**src/gaussian_kernel_sample_estimator_assert.svh**
```systemverilog
// Assertion macros shared by the estimator RTL.
`ifndef GAUSSIAN_KERNEL_SAMPLE_ESTIMATOR_ASSERT_SVH
`define GAUSSIAN_KERNEL_SAMPLE_ESTIMATOR_ASSERT_SVH
// Implication checked on every clock edge outside reset.
`define GKSE_ASSERT_IMP(lbl, clk, rstn, ante, cons, msg) \
    lbl: assert property (@(posedge clk) disable iff (!rstn) (ante) |-> (cons)) \
        else $error(msg);
// Next-cycle implication checked outside reset.
`define GKSE_ASSERT_NXT(lbl, clk, rstn, ante, cons, msg) \
    lbl: assert property (@(posedge clk) disable iff (!rstn) (ante) |=> (cons)) \
        else $error(msg);
`endif

```
**src/gkse_ram.sv**
```systemverilog
// Generic single-port synchronous RAM with registered read.
module gkse_ram #(
    parameter int WIDTH = 16,
    parameter int DEPTH = 16
) (
    input  logic                     aclk,
    input  logic                     we,
    input  logic [$clog2(DEPTH)-1:0] addr,
    input  logic [WIDTH-1:0]         wdata,
    output logic [WIDTH-1:0]         rdata
);
    logic [WIDTH-1:0] mem [DEPTH];

    always_ff @(posedge aclk) begin
        if (we) begin
            mem[addr] <= wdata;
        end
        rdata <= mem[addr];
    end
endmodule

```
**config.mk**
```make
export PLATFORM = sky130hd
export DESIGN_NAME = gkse_ram
export DESIGN_NICKNAME = d
export VERILOG_FILES = /design/src/gaussian_kernel_sample_estimator_assert.svh /design/src/gkse_ram.sv
export SDC_FILE = /design/constraint.sdc
export NUM_CORES = 1
export LEC_CHECK = 0
export BUFFER_PORTS_ARGS = -buffer_cell sky130_fd_sc_hd__buf_2
export CAP_MARGIN = 15
export CORE_ASPECT_RATIO = 1.25
export CORE_MARGIN = 2
export CORE_UTILIZATION = 55
export DETAILED_ROUTE_END_ITERATION = 16
export PLACE_DENSITY = 0.8
export SYNTH_ARGS = -nofsm -noshare
export SYNTH_HDL_FRONTEND = slang
export SYNTH_SLANG_ARGS = --single-unit
export TNS_END_PERCENT = 10
```
**constraint.sdc**
```tcl
create_clock -name aclk -period 1.92 [get_ports aclk]
set_input_delay 0 -clock aclk [delete_from_list [all_inputs] [get_ports aclk]]
set_output_delay 0 -clock aclk [all_outputs]
set_load 0.01 [all_outputs]
```
==> results of run 1 <==
worst register-to-register path, cell delays in order, from the launching register on:
cell and delay [ps]:
edfxtp_1 390, mux4_2 510, a22oi_1 250, nand2_1 120
report_power, final:
part	switching [uW]	leakage, uW	internal [uW]
clock network	2010	0.000383	2650
logic	365	0.00106	293
registers	42.4	0.00245	6640
worst paths after layout:
check,slack [ps],cells after the start,end,from
setup / recovery,530,3,rdata[3],mem[3][3]
hold / removal,10,4,rdata[15],addr[2]
setup reg to reg,530,3,rdata[3],mem[3][3]
hold reg to reg,670,3,rdata[2],mem[15][2]
flip-flops by register name, summed over array words and instances (netlist names):
signal,cells
rdata,16
mem,256
cells in the final DEF (no fill, tap or decap), types with 4 or more instances in the layout:
| cell type | Yosys | layout |
|---|---|---|
| a22oi_1 | 32 | 32 |
| buf_12 | 0 | 8 |
| buf_2 | 2 | 36 |
| buf_4 | 2 | 36 |
| clkbuf_1 | 14 | 4 |
| clkbuf_16 | 0 | 25 |
| clkinv_1 | 0 | 4 |
| clkinv_2 | 0 | 9 |
| dfxtp_1 | 16 | 16 |
| dlygate4sd3_1 | 0 | 16 |
| edfxtp_1 | 256 | 256 |
| mux4_2 | 62 | 62 |
| nand2_1 | 17 | 17 |
| nor2_2 | 0 | 12 |
| nor3_2 | 0 | 4 |
kinds of logic after synthesis:
family,synth area share
compound gates,0.0240
buf+inv,0.0134
mux,0.145
simple gates,0.0192
flops,0.799
cell type report:
class,instances,area share
timing repair buffer,96,0.0655
clock inverter,15,0.0102
multi-input combinational,139,0.164
clock buffer,29,0.0545
sequential,272,0.681
antenna,1,0.000213
tap,228,0.0243
repair_timing:
item | 4_1_cts | 5_1_grt
endpoints found under the hold margin | 256 | 0
gates resized for setup | 0 | 0
hold buffers | 16 | 0
stage by stage:
stage | instance area, um2 | utilization | total power (uW) | setup TNS [ps]
2_1_floorplan | 10000 | - | 7140 | -2190
3_3_place_gp | 10800 | 0.603 | 7400 | 0
3_5_place_dp | 10800 | 0.603 | 7430 | 0
4_1_cts | 11800 | 0.655 | 12100 | 0
5_1_grt | 11800 | 0.655 | 12300 | 0
6_report | 11800 | 0.655 | 12000 | 0
routing by layer:
metal	vias up	wire [um]	GRT usage
li1	2041	-	-
met1	2511	7920	0.292
met2	248	11200	0.389
met3	56	1520	0.0354
met4	2	819	0.104
met5	-	13	0
==> summary.txt, run 1 <==
Global route
  – Vias in the first global route: 5146
  – Gr usage total: 0.227
  – Largest net degree at the start of global routing: 33
  – GR Overflow Total: 0
  – First-pass GRT wire length: 32300 um
  – Initial antenna violation count: 2

Floorplan
  – Chip height: 155 um
  – Cell Rows: 55
  – Initial Util: 0.558
  – Die ar.: 19300 um2
  – Num ports: 38
  – Die Width: 125 um
  – CORE AREA: 18000 um2

Outcome
  – Status: completed

Logic synthesis
  – Yosys reg bits: 272
  – Distinct cells, synth: 18
  – Top cells by area, synth: edfxtp_1, mux4_2, dfxtp_1, a22oi_1, nand2_1
  – Syn Area/Cell: 23.1 um2
  – Syn Nets: 456
  – Ys Warns: 0
  – Number of enable flip-flop cells after synthesis: 256
  – Top FF cell, synth: edfxtp_1
  – Sequential fraction of the synthesis area: 0.799
  – Most frequent cell after synthesis: edfxtp_1
  – Gate Count Post-Synth: 434
  – List of most frequent post-synthesis cells: edfxtp_1, mux4_2, a22oi_1, nand2_1, dfxtp_1
  – Synth area leader: edfxtp_1
  – Mapped cell area: 10000 um2
  – FFs w/ async S/R, synth: 0
  – Top-area cell type share of the netlist area: 0.767

Setup path
  – Worst Path Required: 2300 ps
  – CP Class: reg2reg
  – CP top delay family: multiplexers
  – Crit path cell chain: mux4_2 -> a22oi_1 -> nand2_1
  – CP max stage cell: mux4_2
  – CP endpoint kind: register
  – Critical Path AT: 1770 ps
  – CP peak stage delay: 510 ps
  – Peak fanout along the critical path: 1
  – CP Buf/Inv Count: 0
  – Setup crit start kind: register

Timing
  – Maximum clock rate: 718 MHz
  – Measured slew at the worst slew-check pin: 721 ps
  – Post-Route Skew: 4.16 ps
  – Final setup fails: 0
  – Hold slack final: 13.6 ps
  – Period utilization: 0.726
  – PnR worst setup slack: 526 ps
  – Post-layout min period: 1390 ps
  – Unrepaired setup endpoints after global routing: no
  – Final hold violation count: 0
  – Max_slew headroom: 0.518
  – Max Slew Vio Count: 0

Layout
  – Register Area: 8010 um2
  – Layout filler cell count: 1102
  – Area grow syn2layout: 17.3%
  – Finished Layout Cells: 780
  – Layout cell share with drive strength beyond 1: 0.354
  – Multi-input gate area: 1930 um2
  – Nets: 556

Drt
  – Vias: 4858
  – Number of routed nets with antenna violations: 0
  – Initial DRC Count: 474
  – WL/cell: 27.5 um
  – Vias/cell: 6.23
  – Drt first pass iters: 5
  – Total wire length: 21500 um
  – Residual DRC: 0

CTS
  – Clk Latency, worst-skew pair: 500 ps
  – CTS tree: built
  – H-tree levels: 1
  – Clk Tree Root Cell: clkbuf_16
  – CTS Sinks: 272
  – Worst-path clk slew: 60 ps
  – CTS Buffer Depth: 3
  – Post-CTS Repair Setup Buffers: 0
  – Inserted Clock Buffers: 25

Min path
  – HP Class: in2reg

Pwr
  – Lkg Pwr: 0.00389 uW
  – Pwr Density: 1020 nW/um2
  – VDD IR max: 0.773 mV

Flow run
  – # Max-Cap Violations: 0

Place
  – I/O Buffers: 37
  – Hpwl dp: 13000 um
  – Post-Place Worst Slack: 206 ps
  – GP Congestion: 0.858
  – Placed instance count: 719
(Power assumes the default switching activity.)
==> run 2, diff against run 1 <==
==> constraint.sdc (replaced) <==
create_clock -name aclk -period 1.28 [get_ports aclk]
set_input_delay 0 -clock aclk [delete_from_list [all_inputs] [get_ports aclk]]
set_output_delay 0 -clock aclk [all_outputs]
set_load 0.01 [all_outputs]
==> run 2 against run 1 <==
Compared with the run above:
- the flow now finishes with violations (setup timing)
- sequential power grew 50%
- total power is 53% higher
- first-iteration DRC count shrank 0.84%
- die area did not move
- non-clock buffer count is 16 higher
- flip-flop and latch count did not move
- hold slack improved by 140 ps
- worst setup slack lost 540 ps
- global-route usage is 0.91 points lower
- largest power group unchanged
- count of clock-buffer cells in the layout up 4
- clock skew grew 6.5 ps
==> summary.txt, run 2 (synthesized netlist as in run 1, its figures left out) <==
Layout
  – Biggest register: mem
  – ANT cells: 0
  – Layout cell share with drive strength beyond 1: 0.407
  – Most frequent cells in the layout: edfxtp_1, mux4_2, buf_4, buf_2, clkbuf_16
  – Register Area: 8010 um2
  – Most common cell after layout, fill and taps aside: edfxtp_1
  – Nets: 572
  – Largest register FFs: 256
  – Finished Layout Cells: 796
  – Area grow syn2layout: 21.5%
  – Biggest regs: mem x256, rdata x16
  – Multi-input gate area: 2040 um2
  – Layout filler cell count: 1052

Setup path
  – CP Class: reg2reg
  – CP peak stage delay: 510 ps
  – Path depth of the worst reg2reg path: 3
  – R2R Setup Slk: -9 ps
  – Peak fanout along the critical path: 1
  – Critical Path AT: 1690 ps
  – Worst Path Required: 1680 ps
  – Setup crit start kind: register
  – CP top delay family: multiplexers
  – R2r startpoint: mem[11][6]
  – Reg2reg end: rdata[6]
  – CP Buf/Inv Count: 0
  – CP endpoint kind: register
  – CP max stage cell: mux4_2
  – Crit path cell chain: mux4_2 -> a22oi_2 -> nand2_1

Timing
  – Measured slew at the worst slew-check pin: 380 ps
  – Unrepaired setup endpoints after global routing: yes
  – Setup total negative slack: -9.39 ps
  – Final setup fails: 1
  – Final hold violation count: 0
  – Max_slew headroom: 0.746
  – Post-layout min period: 1290 ps
  – Maximum clock rate: 776 MHz
  – PnR worst setup slack: -9.39 ps
  – Max Slew Vio Count: 0
  – Period utilization: 1.01
  – Post-Route Skew: 10.6 ps
  – Hold slack final: 157 ps

Floorplan
  – CORE AREA: 18000 um2
  – Die Width: 125 um
  – Num ports: 38
  – Chip height: 155 um
  – Cell Rows: 55
  – Die ar.: 19300 um2
  – Initial Util: 0.558

Min path
  – HP Class: in2reg
  – Hold Path Origin: addr[3]
  – Worst Hold End: rdata[9]
  – Hold Path Stages: 5

Global route
  – First-pass GRT wire length: 31200 um
  – GR Overflow Total: 0
  – Initial antenna violation count: 0
  – Vias in the first global route: 5112
  – Gr usage total: 0.218
  – Largest net degree at the start of global routing: 28

Drt
  – Total wire length: 20700 um
  – Drt first pass iters: 5
  – Vias/cell: 6.01
  – WL/cell: 26.0 um
  – Initial DRC Count: 470
  – Vias: 4782
  – Residual DRC: 0
  – Number of routed nets with antenna violations: 0

CTS
  – CTS tree: built
  – Worst-path clk slew: 60 ps
  – Post-CTS Repair Setup Buffers: 0
  – Clk Latency, worst-skew pair: 510 ps
  – CTS Buffer Depth: 3
  – H-tree levels: 1
  – Clk Tree Root Cell: clkbuf_16
  – CTS Sinks: 272
  – Inserted Clock Buffers: 25

Pwr
  – VDD IR max: 0.959 mV
  – Pwr Density: 1510 nW/um2
  – Lkg Pwr: 0.00404 uW

Outcome
  – Status: finished with violations
  – Violated checks: setup timing

Place
  – I/O Buffers: 37
  – Hpwl dp: 12600 um
  – Placed instance count: 735
  – GP Congestion: 0.816

Flow run
  – # Max-Cap Violations: 0
run 2: changes by cell type in the layout (fill, tap and decap cells not counted), sizes merged:
cell | previous run | this run
clkinv | 13 | 10
diode | 1 | 0
clkbuf | 29 | 33
buf | 80 | 96
run 2: worst max-delay path by stage:
stage | startpoint | to | cells past startpoint | slack, ps
2_1_floorplan | addr[1] | mem[12][0] | 3 | -200
3_3_place_gp | addr[0] | rdata[6] | 5 | -150
3_5_place_dp | addr[0] | rdata[6] | 5 | -190
4_1_cts | mem[3][0] | rdata[0] | 3 | -10
5_1_grt | mem[1][7] | rdata[7] | 3 | -40
6_report | mem[11][6] | rdata[6] | 3 | -9
run 2: per-layer routing:
metal  share of wire  global-route usage  vias up
met5               0                   0        -
met4           0.026              0.0765        0
met3           0.062              0.0265       40
met2            0.52               0.375      201
met1            0.39               0.295     2475
li1                -                   -     2066
run 2: what timing repair did:
item,CTS,global route
endpoints found under the setup margin,9,15
resized for setup,7,9
hold buffers,16,0
pin swaps,4,10
endpoints found under the hold margin,256,0
run 2: report_power, final:
group | switching [uW] | internal (uW) | total, uW
logic | 579 | 497 | 1080
registers | 61.5 | 9950 | 10000
clock network | 3040 | 4290 | 7330
run 2: worst min-delay path, cell delays in order:
cell     delay (ps)
buf_2           140
and2_1          160
buf_4           200
a22oi_2          70
nand2_1          60
run 2: area by class of cell:
type | instances | area share
Sequential cell | 272 | 0.658
Multi-Input combinational cell | 139 | 0.168
Timing Repair Buffer | 112 | 0.0834
Clock buffer | 33 | 0.0580
Tap cell | 228 | 0.0234
Clock inverter | 12 | 0.00976
run 2: stage by stage:
stage / total power, uW / area (um2) / util / setup slack [ps]
floorplan: 10700 / 10100 / - / -198
finish: 18400 / 12200 / 0.678 / -9.39
global placement: 11200 / 11100 / 0.620 / -145
CTS: 18500 / 12100 / 0.676 / -11.6
global route: 18900 / 12200 / 0.678 / -40.4
detailed placement: 11200 / 11100 / 0.620 / -187
