==> src/gaussian_kernel_sample_estimator_assert.svh <==
// Assertion macros shared by the estimator RTL.
`ifndef GAUSSIAN_KERNEL_SAMPLE_ESTIMATOR_ASSERT_SVH
`define GAUSSIAN_KERNEL_SAMPLE_ESTIMATOR_ASSERT_SVH
// Implication checked on every clock edge outside reset.
`define GKSE_ASSERT_IMP(lbl, clk, rstn, ante, cons, msg) \
    lbl: assert property (@(posedge clk) disable iff (!rstn) (ante) |-> (cons)) \
        else $error(msg);
// Next-cycle implication checked outside reset.
`define GKSE_ASSERT_NXT(lbl, clk, rstn, ante, cons, msg) \
    lbl: assert property (@(posedge clk) disable iff (!rstn) (ante) |=> (cons)) \
        else $error(msg);
`endif

==> src/gkse_div.sv <==
// Restoring divider for the rounded average of the kernel sum.
module gkse_div (
    input  logic        aclk,
    input  logic        aresetn,
    input  logic        start,
    input  logic [26:0] dividend,
    input  logic [10:0] divisor,
    output logic        done,
    output logic [26:0] quotient
);
    logic [26:0] q_reg;
    logic [11:0] r_reg;
    logic [10:0] d_reg;
    logic [4:0]  cnt_reg;
    logic        busy_reg;
    logic [11:0] trial;

    assign trial = {r_reg[10:0], q_reg[26]};
    assign quotient = q_reg;

    always_ff @(posedge aclk) begin
        if (!aresetn) begin
            busy_reg <= 1'b0;
            done <= 1'b0;
            cnt_reg <= '0;
        end else begin
            done <= 1'b0;
            if (start) begin
                busy_reg <= 1'b1;
                cnt_reg <= 5'd0;
            end else if (busy_reg) begin
                cnt_reg <= cnt_reg + 5'd1;
                if (cnt_reg == 5'd26) begin
                    busy_reg <= 1'b0;
                    done <= 1'b1;
                end
            end
        end
    end

    always_ff @(posedge aclk) begin
        if (start) begin
            q_reg <= dividend;
            r_reg <= '0;
            d_reg <= divisor;
        end else if (busy_reg) begin
            if (trial >= {1'b0, d_reg}) begin
                r_reg <= trial - {1'b0, d_reg};
                q_reg <= {q_reg[25:0], 1'b1};
            end else begin
                r_reg <= trial;
                q_reg <= {q_reg[25:0], 1'b0};
            end
        end
    end
endmodule

==> config.mk <==
export PLATFORM = sky130hd
export DESIGN_NAME = gkse_div
export DESIGN_NICKNAME = d
export VERILOG_FILES = /design/src/gaussian_kernel_sample_estimator_assert.svh /design/src/gkse_div.sv
export SDC_FILE = /design/constraint.sdc
export NUM_CORES = 1
export LEC_CHECK = 0
export ABC_AREA = 1
export BUFFER_PORTS_ARGS = -buffer_cell sky130_fd_sc_hd__buf_2
export CORE_AREA = 5 5 89 91
export CTS_BUF_LIST = sky130_fd_sc_hd__clkbuf_4 sky130_fd_sc_hd__clkbuf_8
export DETAILED_ROUTE_END_ITERATION = 6
export DIE_AREA = 0 0 94 96
export GPL_ROUTABILITY_DRIVEN = 0
export MAX_ROUTING_LAYER = met4
export PLACE_DENSITY_LB_ADDON = 0.12
export SLEW_MARGIN = 20
export SYNTH_ARGS = -nofsm -noshare
export SYNTH_HDL_FRONTEND = slang
export SYNTH_SLANG_ARGS = --single-unit
==> constraint.sdc <==
create_clock -name aclk -period 2.3 [get_ports aclk]
set_clock_uncertainty 0.05 [all_clocks]
set_input_delay 0.575 -clock aclk [delete_from_list [all_inputs] [get_ports aclk]]
set_output_delay 0.575 -clock aclk [all_outputs]
set_load 0.01 [all_outputs]
==> results of run 1 <==
-- per-stage QoR --
stage                     area (um2)  util [%]  setup slack [ps]  hold WS, ps
after floorplan                 3090         -               345          390
after global placement          3540      50.1               309          403
after detailed placement        3540      50.1               248          409
after CTS                       3650      51.7               241          375
after global routing            3650      51.7              69.6          361
final                           3650      51.7               242          382
-- area by class of cell --
cell class	count	area, um2
well taps	99	124
fillers	719	3410
clock buffers	6	76.3
clock inverters	2	35.0
repair buffers	75	405
inverters	52	195
flip-flops and latches	56	1500
multi-input cells	258	1310
-- worst max path at each step --
stage,startpoint,endpoint,slack (ps),cells past startpoint
after detailed placement,quotient[26]$_DFFE_PP_,quotient[0]$_DFFE_PP_,250,10
after global placement,quotient[26]$_DFFE_PP_,r_reg[5]$_SDFFE_PP0P_,310,11
after CTS,quotient[26]$_DFFE_PP_,quotient[0]$_DFFE_PP_,240,10
after global routing,quotient[26]$_DFFE_PP_,quotient[0]$_DFFE_PP_,70,10
final,quotient[26]$_DFFE_PP_,r_reg[5]$_SDFFE_PP0P_,240,11
after floorplan,quotient[26]$_DFFE_PP_,r_reg[6]$_SDFFE_PP0P_,350,12
-- layer usage --
layer / part of all wire, % / track usage, % / up-vias
li1: - / - / 1350
met1: 46 / 20.9 / 1132
met2: 45 / 26.8 / 63
met3: 7.4 / 5.16 / 6
met4: 1.1 / 4.45 / 0
met5: 0 / - / -
-- cells in the final DEF (no fill, tap or decap), types with 5 or more instances in the layout --
cell type / netlist / layout
nor2_1: 14 / 14
edfxtp_1: 38 / 38
a21oi_1: 5 / 5
ha_1: 13 / 13
buf_2: 2 / 68
nand3_2: 5 / 5
nand2_2: 11 / 11
buf_4: 1 / 6
clkbuf_8: 0 / 5
inv_1: 49 / 49
dfxtp_1: 18 / 18
nand4_1: 14 / 14
nand3_1: 27 / 27
nand2_1: 149 / 149
-- cells by family after synthesis --
| kind of cell | count (synthesis) |
|---|---|
| and+or+nand+nor | 231 |
| buffers and inverters | 64 |
| DFF | 56 |
| adders and majority gates | 14 |
| AOI/OAI and AO/OA | 10 |
| xor gates and xnor gates | 3 |
-- power groups by stage --
| stage | Combinational, mW | Sequential (mW) | Clock (mW) |
|---|---|---|---|
| final | 0.337 | 1.20 | 0.662 |
| after global routing | 0.384 | 1.21 | 0.723 |
| after CTS | 0.342 | 1.20 | 0.681 |
| after detailed placement | 0.343 | 1.22 | 0 |
| after global placement | 0.340 | 1.22 | 0 |
| after floorplan | 0.182 | 1.24 | 0 |
-- worst max-delay path, delay by kind of cell (launching register included) --
kind / cells / cell delay [ps]
flip-flops: 1 / 350
adder cells (fa/ha/maj): 2 / 620
buffers and inverters: 2 / 150
AND/OR/NAND/NOR: 7 / 780
==> results.md, run 1 <==
* Status: completed
* Root buffer cell: clkbuf_8
* Core box area at 7060 um2
* Vias at 2551
* Avg WL per Cell at 12.3 um
* Placed insts at 540
* Worst-path clk slew at about 110 ps
* Die area at 9020 um2
* Post-synth top area cell: edfxtp_1
* Initial antenna violation count at 0
* Final Power at 2.19 mW
* Die Span Y at 96 um
* Setup bufs post-CTS at 0
* WP data arrival at 2220 ps
* Most area-consuming cells after synthesis: edfxtp_1 (37%), nand2_1 (18%), dfxtp_1 (12%), inv_1 (6.0%), ha_1 (5.3%)
* Initial core utilization at 43.7%
* Reg2Reg Depth at 11
* Net Switching at 0.566 mW
* DRT Wirelength at 6.75 mm
* Post-detailed-route count of antenna-violating nets at 0
* Cell Pwr Density at approximately 600 nW/um2
* EDFF count, synth at 38
* Number of port buffers at 68
* Antenna Cells at 0
* Top post-synthesis cells by count: nand2_1 (149), inv_1 (49), edfxtp_1 (38)
* Reg-to-Reg End: r_reg[5]$_SDFFE_PP0P_
* Hold Crit Endpoint: d_reg[6]$_DFFE_PP_
* Crit path launch type: flip-flop
* Num CTS Buffers at 5
* Width of the die at 94 um
* Crit share post-route at 89.5%
* Internal power at ~1.6 mW
* Setup TNS at 0 ps
* CTS Hold Bufs at 0
* First-pass GRT wire length at 11.7 mm
* Sequential area share after synthesis at a little under 50%
* Vias per inst at 4.66
* Clk pwr share at 30.2%
* DR DRC count at 0
* Cell leakage power at 1.86 nW
* Synth warn at 0
* Most common cell type on the critical path: nand3_1
* Total Nets Final at 503
* Dpl hpwl at about 5 mm
* Synthesized area at 3090 um2
* Area share of fa/ha/maj cells after synthesis at 5.92%
* Sequential cell fraction of total power at 54.5%
* CP Max Fanout at 12
* Sink Count at 56
* Comb power frac at between 10% and 20%
* Max incr delay on CP at 400 ps
* Multiplexer area fraction after synthesis at 0%
* Min Tclk post-route at about 2100 ps
* Share of the synthesized area in the top cell type at ~37%
* Reg-to-reg startpoint: quotient[26]$_DFFE_PP_
* Post-synth top flop: edfxtp_1
* Maximum vdd drop at ~0.00027 V
* Initial DRC count at 171
* CTS resizes at 0
* Final setup viols at 0
* Required @ worst endpoint at 2460 ps
* Syn_area_per_cell at 8.17 um2
* Sw Ratio at 25.8%
* Synth Register Bits at 56
* Most frequent cell after synthesis: nand2_1
* Max Cap Viol at 0
* Post-layout instance count excluding filler cells at 548
* Layout cells sized above 1 at 24.1%
* TritonCTS clock tree: yes
* WHS Path Cells at 1
* Io pins at 69
* Largest net degree at the start of global routing at 30
* Syn nets at between 400 and 500
* Peak Freq at 486 MHz
* Netlist cell types at 34
* FFs w/ async S/R, synth at 0%
* Area Growth Syn to Fin at 18.2%
* RSZ-0062 raised after global routing: no
* Worst setup EP type: flip-flop
* Rows at 31
* Max clock buf depth at 2
* Largest family of logic cells by synthesized area: simple AND/OR/NAND/NOR gates
* Simple-Gate Fraction of Synth Area at between 30% and 40%
* H-tree levels at 2
* FF-to-FF setup slack at about 240 ps
* Max-slew violations at 0
* Compound-Gate Fraction of Synth Area at ~2.0%
* Slew @ Worst Pin at around 340 ps
* Worst slew margin at 77.6%
* CP max stage cell: fa_1
* GRT Total Usage at 16.8%
* Vias in the first global route at between 2000 and 3000
* Detailed Routing Iterations Pass 1 at 4
* Largest register FFs at 27
* Final Hold Viols at 0
* Global route overflow at 0
* CP cell instances: inv_1, ha_1, fa_1, inv_1, nand3_1, nand3_1, nand2_2, nand4_4, nand3_1, nand3_1, nand2_1
* Clk_lat worst skew at 310 ps
* Hold_sp: divisor[6]
* Critical path class: flip-flop to flip-flop
* Hold WC Path Type: input pin to flip-flop
* Synth Instances at 378
* XOR/XNOR Fraction of Synth Area at less than 1%
Power figures use the tool's default switching activity.
==> run 2: changes to the inputs <==
- REMOVE_ABC_BUFFERS: not set -> 1
==> run 2 against run 1 <==
Routed wire length rose by 4.4%. Largest cell class unchanged. Cell area increased by 0.48%. Flip-flop and latch count unchanged.
==> results.md, run 2 (synthesized netlist as in run 1, its figures left out) <==
* Setup TNS at 0 ps (unchanged)
* CP Max Fanout at 6 (was 12)
* Cell Pwr Density at 628 nW/um2 (was 601 nW/um2)
* Largest register FFs at 27 (unchanged)
* Layout fillers at 723 (was 719)
* Worst slew margin at 68.1% (was 77.6%)
* Setup bufs post-CTS at 0 (unchanged)
* Initial antenna violation count at 0 (unchanged)
* Hold Crit Endpoint: d_reg[5]$_DFFE_PP_ (was d_reg[6]$_DFFE_PP_)
* Sink Count at 56 (unchanged)
* Worst-path clk slew at 100 ps (was 110 ps)
* Worst setup EP type: flip-flop (unchanged)
* Multi-input logic area at 1330 um2 (was 1310 um2)
* Max-slew violations at 0 (unchanged)
* Max Cap Viol at 0 (unchanged)
* Slew @ Worst Pin at 478 ps (was 335 ps)
* Final Util at 51.9% (was 51.7%)
* Status: completed (unchanged)
* Crit path launch type: flip-flop (unchanged)
* Detailed Routing Iterations Pass 1 at 4 (unchanged)
* Antenna Cells at 0 (unchanged)
* Reg-to-reg startpoint: quotient[26]$_DFFE_PP_ (unchanged)
* Required @ worst endpoint at 2460 ps (about the same)
* Clk_lat worst skew at 300 ps (was 310 ps)
* Die area at 9020 um2 (unchanged)
* Initial DRC count at 214 (was 171)
* WP data arrival at 2270 ps (was 2220 ps)
* DR DRC count at 0 (unchanged)
* Number of port buffers at 68 (unchanged)
* Hold WC Path Type: input pin to flip-flop (unchanged)
* Maximum vdd drop at 0.000276 V (was 0.000272 V)
* Global route overflow at 0 (unchanged)
* Reg-to-Reg End: r_reg[6]$_SDFFE_PP0P_ (was r_reg[5]$_SDFFE_PP0P_)
* Io pins at 69 (unchanged)
* Layout cells sized above 1 at 24.1% (unchanged)
* Avg WL per Cell at 12.9 um (was 12.3 um)
* Vias at 2594 (was 2551)
* Cell leakage power at 1.87 nW (was 1.86 nW)
* Die Span Y at 96 um (unchanged)
* Register Area at 1500 um2 (unchanged)
* Width of the die at 94 um (unchanged)
* TritonCTS clock tree: yes (unchanged)
* Peak Freq at 474 MHz (was 486 MHz)
* Critical path class: flip-flop to flip-flop (unchanged)
* GRT Total Usage at 17.1% (was 16.8%)
* Largest net degree at the start of global routing at 38 (was 30)
* Max clock buf depth at 2 (unchanged)
* Commonest non-fill, non-tap cells in the layout: nand2_1 (149), buf_2 (68), inv_1 (49) (unchanged)
* Min Tclk post-route at 2110 ps (was 2060 ps)
* Most common cell after layout, fill and taps aside: nand2_1 (unchanged)
* Root buffer cell: clkbuf_8 (unchanged)
* RSZ-0062 raised after global routing: no (unchanged)
* First-pass GRT wire length at 11.9 mm (was 11.7 mm)
* Crit share post-route at 91.8% (was 89.5%)
* Initial core utilization at 43.7% (unchanged)
* FF-to-FF setup slack at 190 ps (was 240 ps)
* Rows at 31 (unchanged)
* Total Nets Final at 503 (unchanged)
* Vias per inst at 4.73 (was 4.66)
* WHS Path Cells at 1 (unchanged)
* Reg2Reg Depth at 11 (unchanged)
* Hold_sp: divisor[5] (was divisor[6])
* Final Hold Viols at 0 (unchanged)
* Vias in the first global route at 2580 (was 2589)
* Core box area at 7060 um2 (unchanged)
* Dpl hpwl at 5.04 mm (was 5.02 mm)
* Num CTS Buffers at 5 (unchanged)
* DRT Wirelength at 7.05 mm (was 6.75 mm)
* Final setup viols at 0 (unchanged)
* Post-detailed-route count of antenna-violating nets at 0 (unchanged)
* Area Growth Syn to Fin at 18.8% (was 18.2%)
* H-tree levels at 2 (unchanged)
[run 2: cell count changes in the layout (fill, tap and decap cells not counted), sizes merged]
cell | previous run | this run
clkinv | 1 | 0
bufinv | 1 | 2
nand4 | 15 | 16
buf | 75 | 74
[run 2: metal layers]
| layer | routed length [um] | vias up | track usage [%] |
|---|---|---|---|
| met5 | 0 | - | - |
| met4 | 54 | 0 | 4.33 |
| met3 | 402 | 6 | 3.91 |
| met2 | 3380 | 66 | 27.9 |
| met1 | 3210 | 1174 | 21.7 |
| li1 | - | 1348 | - |
[run 2: repair_timing]
action | in CTS | in global routing
gates resized for setup | 0 | 0
hold buffers | 0 | 0
endpoints found under the hold margin | 0 | 0
setup endpoints to repair | 0 | 2
[run 2: how the worst max path moves through the flow]
stage	start	endpoint	slack, ps	depth (start not counted)
global placement	quotient[26]$_DFFE_PP_	r_reg[5]$_SDFFE_PP0P_	320	11
global route	quotient[26]$_DFFE_PP_	r_reg[9]$_SDFFE_PP0P_	10	11
CTS	quotient[26]$_DFFE_PP_	r_reg[10]$_SDFFE_PP0P_	180	11
finish	quotient[26]$_DFFE_PP_	r_reg[6]$_SDFFE_PP0P_	190	11
floorplan	quotient[26]$_DFFE_PP_	r_reg[5]$_SDFFE_PP0P_	270	11
detailed placement	quotient[26]$_DFFE_PP_	quotient[0]$_DFFE_PP_	190	10
[run 2: final cells by class]
| cell class | count | area share (%) |
|---|---|---|
| clock buffers | 6 | 2.08 |
| clock inverters | 2 | 1.64 |
| inverters | 52 | 5.32 |
| multi-input cells | 259 | 36.1 |
| flip-flops and latches | 56 | 40.9 |
| well taps | 99 | 3.38 |
| repair buffers | 74 | 10.5 |
[run 2: worst max-delay path, cell delays in order (launching register included)]
cell and delay (ps):
edfxtp_1 370, inv_1 60, ha_1 230, fa_1 420, inv_1 100, nand3_1 70, nand3_1 160, nand2_2 130
nand4_2 210, nand3_2 90, nand3_1 70, nand2_1 50
[run 2: report_power, final]
part | total (mW) | switching [mW] | leakage [nW] | internal [mW]
Clock | 0.772 | 0.325 | 0.0688 | 0.447
Combinational | 0.336 | 0.206 | 1.27 | 0.130
Sequential | 1.20 | 0.0369 | 0.531 | 1.16
[run 2: per-stage QoR]
stage	hold slack (ps)	setup slack (ps)	cells	cell area, um2	power, mW
floorplan	390	266	366	3010	1.41
global placement	401	317	539	3520	1.55
detailed placement	413	193	539	3520	1.56
CTS	374	180	547	3650	2.34
global route	363	13.3	548	3670	2.43
finish	389	190	548	3670	2.30
